### src/pwl_lin_pkg.sv
`timescale 1ns / 1ps
// ----------------------------------------------------------------------------
// Piecewise-linear temperature linearizer: shared definitions
// Widths, command and register codes, reset table, and the command and
// status bundles that join the controller to the datapath.
// ----------------------------------------------------------------------------
package pwl_lin_pkg;

   localparam int MAX_POINTS = 8;
   localparam int RAW_W      = 16;
   localparam int TIP_W      = 13;
   localparam int AMB_W      = 12;
   localparam int REF_W      = 10;
   localparam int CNT_W      = 4;
   localparam int IDX_W      = 3;
   localparam int CMD_W      = 2;
   localparam int PROD_W     = RAW_W + TIP_W;
   localparam int SUM_W      = 16;
   localparam int STEP_W     = 4;
   localparam int DIV_STEPS  = TIP_W;

   typedef logic [RAW_W-1:0]         raw_type;
   typedef logic [TIP_W-1:0]         tip_type;
   typedef logic signed [AMB_W-1:0]  amb_type;
   typedef logic [REF_W-1:0]         ref_type;
   typedef logic [CNT_W-1:0]         cnt_type;
   typedef logic [IDX_W-1:0]         idx_type;
   typedef logic [CMD_W-1:0]         cmd_type;
   typedef logic [PROD_W-1:0]        prod_type;
   typedef logic signed [SUM_W-1:0]  sum_type;
   typedef logic [STEP_W-1:0]        step_type;
   typedef logic [0:0]               csr_idx_type;

   localparam cmd_type CMD_CONVERT     = 2'd0;
   localparam cmd_type CMD_WRITE_POINT = 2'd1;
   localparam cmd_type CMD_SET_COUNT   = 2'd2;

   localparam csr_idx_type REG_REF_AMBIENT = 1'b0;
   localparam csr_idx_type REG_MAX_TIP     = 1'b1;

   localparam ref_type RESET_REF_AMBIENT = 10'd250;
   localparam tip_type RESET_MAX_TIP     = 13'd4500;
   localparam cnt_type RESET_USED        = 4'd8;

   localparam raw_type RESET_RAW [MAX_POINTS] = '{
      16'd420, 16'd1160, 16'd1660, 16'd2180, 16'd2720, 16'd3290, 16'd3890, 16'd4520
   };
   localparam tip_type RESET_TIP [MAX_POINTS] = '{
      13'd250, 13'd1000, 13'd1500, 13'd2000, 13'd2500, 13'd3000, 13'd3500, 13'd4000
   };

   typedef struct packed {
      logic    load;
      logic    exec;
      idx_type rd_addr;
      logic    take_prev;
      logic    take_end;
      logic    seg_ld;
      logic    mul;
      logic    div_step;
      logic    seg_fin;
      logic    adj;
   } dp_cmd_type;

   typedef struct packed {
      logic    is_convert;
      logic    table_ok;
      logic    rd_le;
      logic    rd_ge;
      logic    seg_flat;
      idx_type last_idx;
   } dp_status_type;

endpackage

### src/piecewise_linear_temp_linearizer.sv
`timescale 1ns / 1ps
// ----------------------------------------------------------------------------
// Piecewise-linear temperature linearizer
// Converts a raw thermocouple reading to tip temperature in tenths of a
// degree from a table of up to eight points, and handles table writes and
// point count updates.
//
//   Channel   Signals                                  Handshake
//   request   start, busy, req_*                       start & !busy
//   response  rsp_valid, rsp_tip_temp, rsp_ok          rsp_valid, one cycle
//   csr       csr_valid, csr_ready, csr_index, csr_data csr_valid & csr_ready
//
// A table write or count update executes in the decode state and strobes
// from the done state. A conversion clamps at the first or last point, or
// scans for the segment's upper point; a flat segment takes that point, else
// it runs the multiply, the 13-step serial divide and the segment finish.
// busy stays high through the strobe cycle; results cannot be held off.
// Reset is synchronous and restores the default curve, marked invalid.
// ----------------------------------------------------------------------------
module piecewise_linear_temp_linearizer (
   input  logic                     clock,
   input  logic                     reset,
   input  logic                     start,
   output logic                     busy,
   input  pwl_lin_pkg::cmd_type     req_cmd,
   input  pwl_lin_pkg::raw_type     req_raw_reading,
   input  pwl_lin_pkg::amb_type     req_ambient_temp,
   input  pwl_lin_pkg::idx_type     req_point_index,
   input  pwl_lin_pkg::tip_type     req_point_temp,
   input  pwl_lin_pkg::cnt_type     req_new_point_count,
   input  logic                     req_new_valid,
   output logic                     rsp_valid,
   output pwl_lin_pkg::tip_type     rsp_tip_temp,
   output logic                     rsp_ok,
   input  logic                     csr_valid,
   output logic                     csr_ready,
   input  pwl_lin_pkg::csr_idx_type csr_index,
   input  pwl_lin_pkg::tip_type     csr_data
);

   pwl_lin_pkg::dp_cmd_type    ctl;
   pwl_lin_pkg::dp_status_type sts;

   assign csr_ready = 1'b1;

   pwl_lin_ctrl u_ctrl (
      .clock     (clock),
      .reset     (reset),
      .start     (start),
      .busy      (busy),
      .rsp_valid (rsp_valid),
      .ctl       (ctl),
      .sts       (sts)
   );

   pwl_lin_dp u_dp (
      .clock               (clock),
      .reset               (reset),
      .ctl                 (ctl),
      .sts                 (sts),
      .req_cmd             (req_cmd),
      .req_raw_reading     (req_raw_reading),
      .req_ambient_temp    (req_ambient_temp),
      .req_point_index     (req_point_index),
      .req_point_temp      (req_point_temp),
      .req_new_point_count (req_new_point_count),
      .req_new_valid       (req_new_valid),
      .csr_write           (csr_valid && csr_ready),
      .csr_index           (csr_index),
      .csr_data            (csr_data),
      .rsp_tip_temp        (rsp_tip_temp),
      .rsp_ok              (rsp_ok)
   );

endmodule

### src/pwl_lin_dp.sv
`timescale 1ns / 1ps
// ----------------------------------------------------------------------------
// Piecewise-linear temperature linearizer: datapath
// Holds the point table, the configuration registers and the working
// registers for the segment search, the multiply, the serial divide and the
// final ambient correction and clamp.
// ----------------------------------------------------------------------------
module pwl_lin_dp (
   input  logic                       clock,
   input  logic                       reset,
   input  pwl_lin_pkg::dp_cmd_type    ctl,
   output pwl_lin_pkg::dp_status_type sts,
   input  pwl_lin_pkg::cmd_type       req_cmd,
   input  pwl_lin_pkg::raw_type       req_raw_reading,
   input  pwl_lin_pkg::amb_type       req_ambient_temp,
   input  pwl_lin_pkg::idx_type       req_point_index,
   input  pwl_lin_pkg::tip_type       req_point_temp,
   input  pwl_lin_pkg::cnt_type       req_new_point_count,
   input  logic                       req_new_valid,
   input  logic                       csr_write,
   input  pwl_lin_pkg::csr_idx_type   csr_index,
   input  pwl_lin_pkg::tip_type       csr_data,
   output pwl_lin_pkg::tip_type       rsp_tip_temp,
   output logic                       rsp_ok
);

   pwl_lin_pkg::raw_type point_raw_ff [pwl_lin_pkg::MAX_POINTS];
   pwl_lin_pkg::raw_type point_raw_in [pwl_lin_pkg::MAX_POINTS];
   pwl_lin_pkg::tip_type point_tip_ff [pwl_lin_pkg::MAX_POINTS];
   pwl_lin_pkg::tip_type point_tip_in [pwl_lin_pkg::MAX_POINTS];
   pwl_lin_pkg::cnt_type used_ff, used_in;
   logic                 valid_ff, valid_in;
   pwl_lin_pkg::ref_type ref_ff, ref_in;
   pwl_lin_pkg::tip_type max_ff, max_in;

   pwl_lin_pkg::cmd_type cmd_ff, cmd_in;
   pwl_lin_pkg::raw_type raw_ff, raw_in;
   pwl_lin_pkg::amb_type amb_ff, amb_in;
   pwl_lin_pkg::idx_type idx_ff, idx_in;
   pwl_lin_pkg::tip_type ptemp_ff, ptemp_in;
   pwl_lin_pkg::cnt_type cnt_ff, cnt_in;
   logic                 nv_ff, nv_in;

   pwl_lin_pkg::raw_type prev_raw_ff, prev_raw_in;
   pwl_lin_pkg::tip_type prev_tip_ff, prev_tip_in;
   pwl_lin_pkg::raw_type span_ff, span_in;
   pwl_lin_pkg::raw_type off_ff, off_in;
   pwl_lin_pkg::tip_type dmag_ff, dmag_in;
   logic                 neg_ff, neg_in;
   pwl_lin_pkg::tip_type base_ff, base_in;
   pwl_lin_pkg::raw_type rem_ff, rem_in;
   pwl_lin_pkg::tip_type dvd_ff, dvd_in;
   pwl_lin_pkg::tip_type t_ff, t_in;
   pwl_lin_pkg::tip_type rsp_tip_ff, rsp_tip_in;
   logic                 rsp_ok_ff, rsp_ok_in;

   pwl_lin_pkg::raw_type          rd_raw;
   pwl_lin_pkg::tip_type          rd_tip;
   logic [pwl_lin_pkg::RAW_W:0]   span_w;
   logic [pwl_lin_pkg::RAW_W:0]   off_w;
   logic [pwl_lin_pkg::TIP_W:0]   dtemp_w;
   pwl_lin_pkg::prod_type         prod_w;
   logic [pwl_lin_pkg::RAW_W:0]   trial_w;
   logic [pwl_lin_pkg::RAW_W:0]   diff_w;
   logic                          trial_ge;
   pwl_lin_pkg::sum_type          sum_w;

   assign rd_raw  = point_raw_ff[ctl.rd_addr];
   assign rd_tip  = point_tip_ff[ctl.rd_addr];
   assign span_w  = {1'b0, rd_raw} - {1'b0, prev_raw_ff};
   assign off_w   = {1'b0, raw_ff} - {1'b0, prev_raw_ff};
   assign dtemp_w = {1'b0, rd_tip} - {1'b0, prev_tip_ff};
   assign prod_w  = pwl_lin_pkg::prod_type'(dmag_ff) * pwl_lin_pkg::prod_type'(off_ff);
   assign trial_w  = {rem_ff, dvd_ff[pwl_lin_pkg::TIP_W-1]};
   assign trial_ge = trial_w >= {1'b0, span_ff};
   assign diff_w   = trial_w - {1'b0, span_ff};
   assign sum_w = pwl_lin_pkg::sum_type'(t_ff) + pwl_lin_pkg::sum_type'(amb_ff)
                  - pwl_lin_pkg::sum_type'(ref_ff);

   always_comb begin
      sts.is_convert = cmd_ff == pwl_lin_pkg::CMD_CONVERT;
      sts.table_ok   = valid_ff && (used_ff != '0);
      sts.rd_le      = raw_ff <= rd_raw;
      sts.rd_ge      = raw_ff >= rd_raw;
      sts.seg_flat   = span_w[pwl_lin_pkg::RAW_W] || (span_w == '0);
      sts.last_idx   = pwl_lin_pkg::idx_type'(used_ff - 1'b1);
   end

   always_comb begin
      point_raw_in = point_raw_ff;
      point_tip_in = point_tip_ff;
      used_in      = used_ff;
      valid_in     = valid_ff;
      ref_in       = ref_ff;
      max_in       = max_ff;
      cmd_in       = cmd_ff;
      raw_in       = raw_ff;
      amb_in       = amb_ff;
      idx_in       = idx_ff;
      ptemp_in     = ptemp_ff;
      cnt_in       = cnt_ff;
      nv_in        = nv_ff;
      prev_raw_in  = prev_raw_ff;
      prev_tip_in  = prev_tip_ff;
      span_in      = span_ff;
      off_in       = off_ff;
      dmag_in      = dmag_ff;
      neg_in       = neg_ff;
      base_in      = base_ff;
      rem_in       = rem_ff;
      dvd_in       = dvd_ff;
      t_in         = t_ff;
      rsp_tip_in   = rsp_tip_ff;
      rsp_ok_in    = rsp_ok_ff;

      if (csr_write) begin
         unique case (csr_index)
            pwl_lin_pkg::REG_REF_AMBIENT: ref_in = csr_data[pwl_lin_pkg::REF_W-1:0];
            pwl_lin_pkg::REG_MAX_TIP:     max_in = csr_data;
            default:                      max_in = max_ff;
         endcase
      end

      if (ctl.load) begin
         cmd_in   = req_cmd;
         raw_in   = req_raw_reading;
         amb_in   = req_ambient_temp;
         idx_in   = req_point_index;
         ptemp_in = req_point_temp;
         cnt_in   = req_new_point_count;
         nv_in    = req_new_valid;
      end

      if (ctl.exec) begin
         rsp_tip_in = '0;
         rsp_ok_in  = 1'b0;
         unique case (cmd_ff)
            pwl_lin_pkg::CMD_WRITE_POINT: begin
               point_raw_in[idx_ff] = raw_ff;
               point_tip_in[idx_ff] = ptemp_ff;
               rsp_ok_in            = 1'b1;
            end
            pwl_lin_pkg::CMD_SET_COUNT: begin
               if (int'(cnt_ff) <= pwl_lin_pkg::MAX_POINTS) begin
                  used_in   = cnt_ff;
                  valid_in  = nv_ff;
                  rsp_ok_in = nv_ff;
               end
            end
            default: rsp_ok_in = 1'b0;
         endcase
      end

      if (ctl.take_prev) begin
         prev_raw_in = rd_raw;
         prev_tip_in = rd_tip;
      end

      if (ctl.take_end) begin
         t_in = rd_tip;
      end

      if (ctl.seg_ld) begin
         span_in = span_w[pwl_lin_pkg::RAW_W-1:0];
         off_in  = off_w[pwl_lin_pkg::RAW_W] ? '0 : off_w[pwl_lin_pkg::RAW_W-1:0];
         neg_in  = dtemp_w[pwl_lin_pkg::TIP_W];
         dmag_in = dtemp_w[pwl_lin_pkg::TIP_W] ? pwl_lin_pkg::tip_type'(-dtemp_w)
                                               : dtemp_w[pwl_lin_pkg::TIP_W-1:0];
         base_in = prev_tip_ff;
      end

      if (ctl.mul) begin
         rem_in = prod_w[pwl_lin_pkg::PROD_W-1:pwl_lin_pkg::TIP_W];
         dvd_in = prod_w[pwl_lin_pkg::TIP_W-1:0];
      end

      if (ctl.div_step) begin
         rem_in = trial_ge ? diff_w[pwl_lin_pkg::RAW_W-1:0] : trial_w[pwl_lin_pkg::RAW_W-1:0];
         dvd_in = {dvd_ff[pwl_lin_pkg::TIP_W-2:0], trial_ge};
      end

      if (ctl.seg_fin) begin
         t_in = neg_ff ? base_ff - dvd_ff : base_ff + dvd_ff;
      end

      if (ctl.adj) begin
         rsp_ok_in = 1'b1;
         if (sum_w < 0) begin
            rsp_tip_in = '0;
         end else if (sum_w > pwl_lin_pkg::sum_type'(max_ff)) begin
            rsp_tip_in = max_ff;
         end else begin
            rsp_tip_in = sum_w[pwl_lin_pkg::TIP_W-1:0];
         end
      end
   end

   always_ff @(posedge clock) begin
      if (reset) begin
         for (int i = 0; i < pwl_lin_pkg::MAX_POINTS; i++) begin
            point_raw_ff[i] <= pwl_lin_pkg::RESET_RAW[i];
            point_tip_ff[i] <= pwl_lin_pkg::RESET_TIP[i];
         end
         used_ff  <= pwl_lin_pkg::RESET_USED;
         valid_ff <= 1'b0;
         ref_ff   <= pwl_lin_pkg::RESET_REF_AMBIENT;
         max_ff   <= pwl_lin_pkg::RESET_MAX_TIP;
      end else begin
         point_raw_ff <= point_raw_in;
         point_tip_ff <= point_tip_in;
         used_ff      <= used_in;
         valid_ff     <= valid_in;
         ref_ff       <= ref_in;
         max_ff       <= max_in;
      end
   end

   always_ff @(posedge clock) begin
      cmd_ff      <= cmd_in;
      raw_ff      <= raw_in;
      amb_ff      <= amb_in;
      idx_ff      <= idx_in;
      ptemp_ff    <= ptemp_in;
      cnt_ff      <= cnt_in;
      nv_ff       <= nv_in;
      prev_raw_ff <= prev_raw_in;
      prev_tip_ff <= prev_tip_in;
      span_ff     <= span_in;
      off_ff      <= off_in;
      dmag_ff     <= dmag_in;
      neg_ff      <= neg_in;
      base_ff     <= base_in;
      rem_ff      <= rem_in;
      dvd_ff      <= dvd_in;
      t_ff        <= t_in;
      rsp_tip_ff  <= rsp_tip_in;
      rsp_ok_ff   <= rsp_ok_in;
   end

   assign rsp_tip_temp = rsp_tip_ff;
   assign rsp_ok       = rsp_ok_ff;

endmodule

### src/pwl_lin_ctrl.sv
`timescale 1ns / 1ps
// ----------------------------------------------------------------------------
// Piecewise-linear temperature linearizer: controller
// Sequences command decode, the end point checks, the segment scan, the
// multiply, the serial divide and the final correction, and strobes the
// result.
// ----------------------------------------------------------------------------
module pwl_lin_ctrl (
   input  logic                       clock,
   input  logic                       reset,
   input  logic                       start,
   output logic                       busy,
   output logic                       rsp_valid,
   output pwl_lin_pkg::dp_cmd_type    ctl,
   input  pwl_lin_pkg::dp_status_type sts
);

   localparam logic [3:0] S_IDLE   = 4'd0;
   localparam logic [3:0] S_DECODE = 4'd1;
   localparam logic [3:0] S_FIRST  = 4'd2;
   localparam logic [3:0] S_LAST   = 4'd3;
   localparam logic [3:0] S_SCAN   = 4'd4;
   localparam logic [3:0] S_MUL    = 4'd5;
   localparam logic [3:0] S_DIV    = 4'd6;
   localparam logic [3:0] S_SEG    = 4'd7;
   localparam logic [3:0] S_ADJ    = 4'd8;
   localparam logic [3:0] S_DONE   = 4'd9;

   logic [3:0]            state_ff, state_in;
   pwl_lin_pkg::step_type ctr_ff, ctr_in;

   always_comb begin
      ctl         = '0;
      ctl.rd_addr = ctr_ff[pwl_lin_pkg::IDX_W-1:0];
      state_in    = state_ff;
      ctr_in      = ctr_ff;
      unique case (state_ff)
         S_IDLE: begin
            if (start) begin
               ctl.load = 1'b1;
               state_in = S_DECODE;
            end
         end
         S_DECODE: begin
            if (sts.is_convert && sts.table_ok) begin
               state_in = S_FIRST;
            end else begin
               ctl.exec = 1'b1;
               state_in = S_DONE;
            end
         end
         S_FIRST: begin
            ctl.rd_addr   = '0;
            ctl.take_prev = 1'b1;
            if (sts.rd_le) begin
               ctl.take_end = 1'b1;
               state_in     = S_ADJ;
            end else begin
               state_in = S_LAST;
            end
         end
         S_LAST: begin
            ctl.rd_addr = sts.last_idx;
            if (sts.rd_ge) begin
               ctl.take_end = 1'b1;
               state_in     = S_ADJ;
            end else begin
               ctr_in   = pwl_lin_pkg::step_type'(1);
               state_in = S_SCAN;
            end
         end
         S_SCAN: begin
            if (sts.rd_le) begin
               if (sts.seg_flat) begin
                  ctl.take_end = 1'b1;
                  state_in     = S_ADJ;
               end else begin
                  ctl.seg_ld = 1'b1;
                  state_in   = S_MUL;
               end
            end else begin
               ctl.take_prev = 1'b1;
               ctr_in        = ctr_ff + 1'b1;
            end
         end
         S_MUL: begin
            ctl.mul  = 1'b1;
            ctr_in   = pwl_lin_pkg::step_type'(pwl_lin_pkg::DIV_STEPS);
            state_in = S_DIV;
         end
         S_DIV: begin
            ctl.div_step = 1'b1;
            ctr_in       = ctr_ff - 1'b1;
            if (ctr_ff == pwl_lin_pkg::step_type'(1)) begin
               state_in = S_SEG;
            end
         end
         S_SEG: begin
            ctl.seg_fin = 1'b1;
            state_in    = S_ADJ;
         end
         S_ADJ: begin
            ctl.adj  = 1'b1;
            state_in = S_DONE;
         end
         S_DONE: begin
            state_in = S_IDLE;
         end
         default: begin
            state_in = S_IDLE;
         end
      endcase
   end

   always_ff @(posedge clock) begin
      if (reset) begin
         state_ff <= S_IDLE;
         ctr_ff   <= '0;
      end else begin
         state_ff <= state_in;
         ctr_ff   <= ctr_in;
      end
   end

   assign busy      = state_ff != S_IDLE;
   assign rsp_valid = state_ff == S_DONE;

   a_strobe_single: assert property (@(posedge clock) disable iff (reset)
      rsp_valid |=> !rsp_valid)
      else $error("Result strobe held longer than one cycle.");

   a_accept_busy: assert property (@(posedge clock) disable iff (reset)
      (start && !busy) |=> busy)
      else $error("Accepted beat did not raise busy.");

   a_div_count: assert property (@(posedge clock) disable iff (reset)
      (state_ff == S_DIV) |-> (ctr_ff != '0))
      else $error("Divide step counter ran out inside the divide.");

   a_scan_range: assert property (@(posedge clock) disable iff (reset)
      (state_ff == S_SCAN) |-> (ctr_ff != '0 &&
                                ctr_ff[pwl_lin_pkg::IDX_W-1:0] <= sts.last_idx))
      else $error("Segment scan moved past the last used point.");

endmodule

### config.mk
export PLATFORM = sky130hd
export DESIGN_NAME = piecewise_linear_temp_linearizer
export DESIGN_NICKNAME = d
export VERILOG_FILES = /design/src/pwl_lin_pkg.sv /design/src/piecewise_linear_temp_linearizer.sv /design/src/pwl_lin_dp.sv /design/src/pwl_lin_ctrl.sv
export SDC_FILE = /design/constraint.sdc
export NUM_CORES = 2
export LEC_CHECK = 0
export BUFFER_PORTS_ARGS = -buffer_cell sky130_fd_sc_hd__buf_4
export CORE_MARGIN = 2
export CORE_UTILIZATION = 60
export CTS_BUF_LIST = sky130_fd_sc_hd__clkbuf_2
export CTS_CLUSTER_SIZE = 10
export DETAILED_ROUTE_END_ITERATION = 16
export GPL_TIMING_DRIVEN = 0
export PLACE_DENSITY = 0.77
export SYNTH_ARGS = -nofsm -noshare
export SYNTH_HDL_FRONTEND = slang
export SYNTH_HIERARCHICAL = 1
export SYNTH_SLANG_ARGS = --single-unit
### constraint.sdc
create_clock -name clock -period 20.6 [get_ports clock]
set_input_delay 3.09 -clock clock [delete_from_list [all_inputs] [get_ports clock]]
set_output_delay 3.09 -clock clock [all_outputs]
set_load 0.005 [all_outputs]
### Yosys cells after proc, flatten, opt, wreduce, memory -nomap -nowiden

Index checks and enable logic that the tools add are counted.

* $mul: 1
* order comparisons: 9
* equality and inequality tests: 17
* multiplexer cells: 56
* reductions and logical operators: 19
* add/sub/neg operators: 12
* bitwise gates (word level): 3

Operators by type and width (count)
* $mux W13: 13
* $bwmux W128: 1
* $bwmux W104: 1
* $mux W16: 6
* $bmux W16 S3: 1
* $demux W16 S3: 1
* $bmux W13 S3: 1
* $demux W13 S3: 1
* $mux W4: 9
* $pmux W4 S9: 1
* $sub A16 B16 Y17: 2
* $mul A13 B16 Y29: 1
* $ge A17 B16 Y1: 1
* $logic_not A17 Y1: 1
* $eq A4 B3 Y1 const B: 4
* $ge A16 B16 Y1: 1
* $gt A16 B14 Y1: 1
* $le A16 B16 Y1: 1
* $lt A16 B1 Y1 const B: 1
* $pmux W4 S4: 1
* $sub A15 B11 Y16: 1
* $sub A16 B16 Y16: 1
* $add A14 B12 Y15: 1
* $mux W1: 15
* 31 further kinds: 50

* input port bits: 69
* output and inout port bits: 17
* bits in registers: 463
* word-level logic and storage cells: 158

### Logic depth before layout (Yosys ltp)

* depth after elaboration: 14
* gate-level depth with buffers: 25
* mapped depth without buffers: 22

### By module

The synthesis kept the hierarchy.

Modules (own cells, without submodules)
* pwl_lin_dp: cells each 3276, seq. area each 11050.6 um^2, area an instance 30515.5 um^2, times used 1
* pwl_lin_ctrl: cells each 111, seq. area each 160.2 um^2, area an instance 779.5 um^2, times used 1
* piecewise_linear_temp_linearizer: cells each 2, seq. area each 0.0 um^2, area an instance 11.3 um^2, times used 1

### Worst setup path after synthesis

No wires, ideal clock.

* kind: reg-to-reg
* from: reg u_ctrl.state_ff[1]
* to: reg u_dp.base_ff[0] (enable)
* stages on the path, launching flop included: 22
* period minus slack after synthesis: 7.749 ns
* required time: 20.124 ns
* buffers on the path: 5
* setup slack: 12.851 ns
* library setup time: 0.476 ns
* arrival time: 7.273 ns
* path through: dfxtp_1 buf_4 buf_2 nand3_1 o21ai_0 clkbuf_1 buf_2 buf_2 mux4_2 mux2i_1 inv_1 ha_1 nor2b_4 o31ai_2 or4b_1 o311ai_0 or4b_1 nor4_2 a31oi_1 nand3_1 or3_1 nor2_1

RTL lines
* start: declaration: RTL line pwl_lin_ctrl.sv:29 `logic [3:0] state_ff, state_in;`
* start signal: assignment: RTL line pwl_lin_ctrl.sv:120 `state_ff <= state_in;`
* end signal: assignment: RTL line pwl_lin_dp.sv:232 `base_ff <= base_in;`
* end: declaration: RTL line pwl_lin_dp.sv:50 `pwl_lin_pkg::tip_type base_ff, base_in;`

==> flow_summary.yaml <==
run_status:
  outcome: "complete, no violations"
synth:
  synth.avg_cell_area_um2: 9.24
  yosysTopAreaCellShare: 0.186
  synthTopCellsByCount: "nand2_1 (718), inv_1 (388), dfxtp_1 (269)"
  synth_compound_area_frac: 0.0970
  syn_nets: 3831
  yosysMostFrequentCell: "nand2_1"
  ys_top_cells_by_area: "edfxtp_1 (19%), dfxtp_1 (17%), fa_1 (11%)"
  postSynthCellCount: 3389
  synth_edf_count: 194
  async_reset_ff_frac: 0
  synth-seq-cells: 463
  synthAdderAreaFrac: 0.190
  synth-xor-area-share: 0.0291
  synthSimpleGateAreaFrac: 0.188
  synth.largest_area_cell: "edfxtp_1"
  ys_seq_area_frac: 0.358
  synthesis.area_um2: 31300
  synth_top_family_by_area: "adder cells"
  synth_mux_area_frac: 0.0645
  ys_types: 85
  synth_flop_cell: "dfxtp_1"
  synth-warning-count: 6
min_path:
  hp-class: "register to register"
placed_design:
  dpl.hpwl_mm: 63.7
  io_buffers: 83
  gp_congestion: 0.949
grt:
  grt_pass1_wl_mm: 133
  gr-total-overflow: 0
  antenna_found_initial: 1
  grt_use_total: 0.314
  grt_pass1_vias: 25871
  grt_start_max_net_pins: 34
detailed_routing:
  drtPass1Iterations: 6
  wirelength_mm: 82.9
  drtAntennaViolNets: 0
  wl_per_cell_um: 19.0
  vias_per_cell: 5.81
  route.detailed.drc: 0
  drtIter0Drc: 2360
  vias: 25401
critical_path:
  cp_max_fo: 33
  critPathCaptureType: "register"
  arrival_ps: 8500
  critPathRequiredTime_ps: 21390
  start_kind: "register"
  path_class: "register to register"
power_and_ir_drop:
  clkPwrFrac: 0.253
  switching_share: 0.356
  p_switching_mw: 0.886
  p_comb_frac: 0.312
  pwr-share-seq: 0.435
  peakVddDrop_v: 0.0000526
  intPower_mw: 1.60
  powerDensity_nw_per_um2: 73.3
  leakagePower_nw: 14.6
cts:
  insertion_delay_ps: 1190
  cts-htree-levels: 3
  numCtsBuffers: 115
  clk_path_buf_depth: 3
  cts_setup_buffers: 0
  cts_resized: 0
  cts.sinks: 463
  cts_tree: "done"
  hold_buffers: 0
  clk_pin_slew_ps: 110
  cts-root-buf: "clkbuf_2"
timing:
  slew_headroom: 0.162
  fin_crit_sh: 0.374
  hold_viol_final: 0
  setup_viol: 0
  finClkSkew_ps: 165
  rsz0062_at_grt: "false"
  fin_tns_setup_ps: 0
  max_freq_ghz: 0.130
  period_needed_ps: 7710
  maxSlewViolCount: 0
  max_slew.worst_pin.slew_ps: 1230
cells_and_area:
  drive_gt1_frac: 0.121
  finalNetCount: 4036
  syn_to_final_growth_pct: 8.59
  fin_util: 0.661
  fillers: 4164
floorplan:
  io_pins: 86
  start_util: 0.609
  die_x_um: 232
  design.die.area_um2: 54000
  core_area_um2: 51400
  die_h_um: 232
  row_count: 83
run:
  maxCapViolCount: 0
[metal layers]
metal | routed length [um] | GRT usage | vias up
met3 | 6640 | 0.0521 | 207
met2 | 40500 | 0.540 | 1177
li1 | - | - | 11786
met5 | 0 | 0 | -
met1 | 32800 | 0.387 | 12231
met4 | 2990 | 0.140 | 0
[sequential cells by signal, indices dropped and copies added (netlist names), 16 cells and up]
| register | flops |
|---|---|
| u_dp/point_tip_ff | 104 |
| u_dp/raw_ff | 16 |
| u_dp/rem_ff | 16 |
| u_dp/prev_raw_ff | 16 |
| u_dp/off_ff | 16 |
| u_dp/point_raw_ff | 128 |
| u_dp/span_ff | 16 |
[worst paths after layout]
check / from / to / cells past startpoint / slack (ps)
min: u_dp/prev_tip_ff[3] / u_dp/base_ff[3] / 0 / 450
max reg2reg: u_ctrl/state_ff[0] / u_dp/span_ff[0] / 22 / 12890
min reg2reg: u_dp/prev_tip_ff[3] / u_dp/base_ff[3] / 0 / 450
max: u_ctrl/state_ff[0] / u_dp/span_ff[0] / 22 / 12890
[power groups by stage]
stage | Clock [mW] | Combinational [mW] | Sequential [mW]
6_report | 0.630 | 0.776 | 1.08
5_1_grt | 0.692 | 0.851 | 1.09
4_1_cts | 0.648 | 0.766 | 1.08
3_5_place_dp | 0 | 0.762 | 1.10
3_3_place_gp | 0 | 0.727 | 1.11
2_1_floorplan | 0 | 0.549 | 1.09
[critical path, cell delays in order, from the launching register on]
cell	delay (ps)
dfxtp_1	350
buf_2	210
buf_1	430
nand2_1	80
o21ai_0	410
buf_1	740
clkbuf_1	710
mux4_2	440
mux2i_1	360
inv_1	110
ha_1	290
nor2b_4	140
o31ai_2	430
or4b_1	470
o311ai_0	150
or4b_1	220
nor4_2	60
a31oi_1	170
nand3_1	340
or3_1	520
nor2_4	180
buf_12	230
buf_16	200
[kinds of logic (layout without fill, tap and decap cells)]
family,Yosys count,after routing
adder cells (fa/ha/maj),373,373
AND/OR/NAND/NOR,1255,1255
XOR/XNOR,104,104
buffers and inverters,572,875
other,1,2
AO/OA/AOI/OAI,495,495
flip-flops,463,463
multiplexers,126,126
[per-stage QoR]
step	setup slack, ps	cell area (um^2)	power (mW)	std cells	hold slack [ps]
6_report	12890	34000	2.49	4373	452
5_1_grt	12540	34000	2.63	4373	426
4_1_cts	12940	34000	2.50	4372	453
3_5_place_dp	13060	32900	1.87	4157	435
3_3_place_gp	10380	32800	1.84	4152	438
2_1_floorplan	12850	31300	1.64	3389	426
[area by class of cell]
type	instances	area [um^2]	share of cell area
Antenna cell	1	2.50	0.0000736
Buffer	183	827	0.0243
Clock buffer	176	881	0.0259
Clock inverter	39	218	0.00640
Inverter	389	1460	0.0430
Multi-Input combinational cell	2354	17800	0.525
Sequential cell	463	11200	0.330
Tap cell	680	851	0.0250
Timing Repair Buffer	88	711	0.0209
[layout by cell type, fill, tap and decap left out, types with 12 or more instances in the layout]
| cell | count |
|---|---|
| xor2_1 | 33 |
| and3_1 | 17 |
| nor3_1 | 49 |
| buf_4 | 110 |
| or3_1 | 15 |
| o21a_1 | 26 |
| nor2b_1 | 20 |
| ha_1 | 203 |
| fa_1 | 170 |
| nand3b_1 | 107 |
| a21oi_1 | 248 |
| nand2_1 | 718 |
| o21ai_0 | 58 |
| nand2b_1 | 21 |
| nand3_1 | 33 |
| clkbuf_2 | 180 |
| mux4_2 | 58 |
| inv_1 | 388 |
| mux2_2 | 25 |
| nand4_1 | 17 |
| a31oi_1 | 17 |
| and2_1 | 104 |
| mux2i_1 | 43 |
| or2_2 | 12 |
| o21bai_1 | 12 |
| a21o_1 | 27 |
| edfxtp_1 | 194 |
| a211oi_1 | 12 |
| dfxtp_1 | 269 |
| buf_2 | 16 |
| clkbuf_1 | 126 |
| clkinv_1 | 24 |
| xnor2_1 | 71 |
| nor2_1 | 107 |
Note: power is estimated with default switching activity, not from simulation.
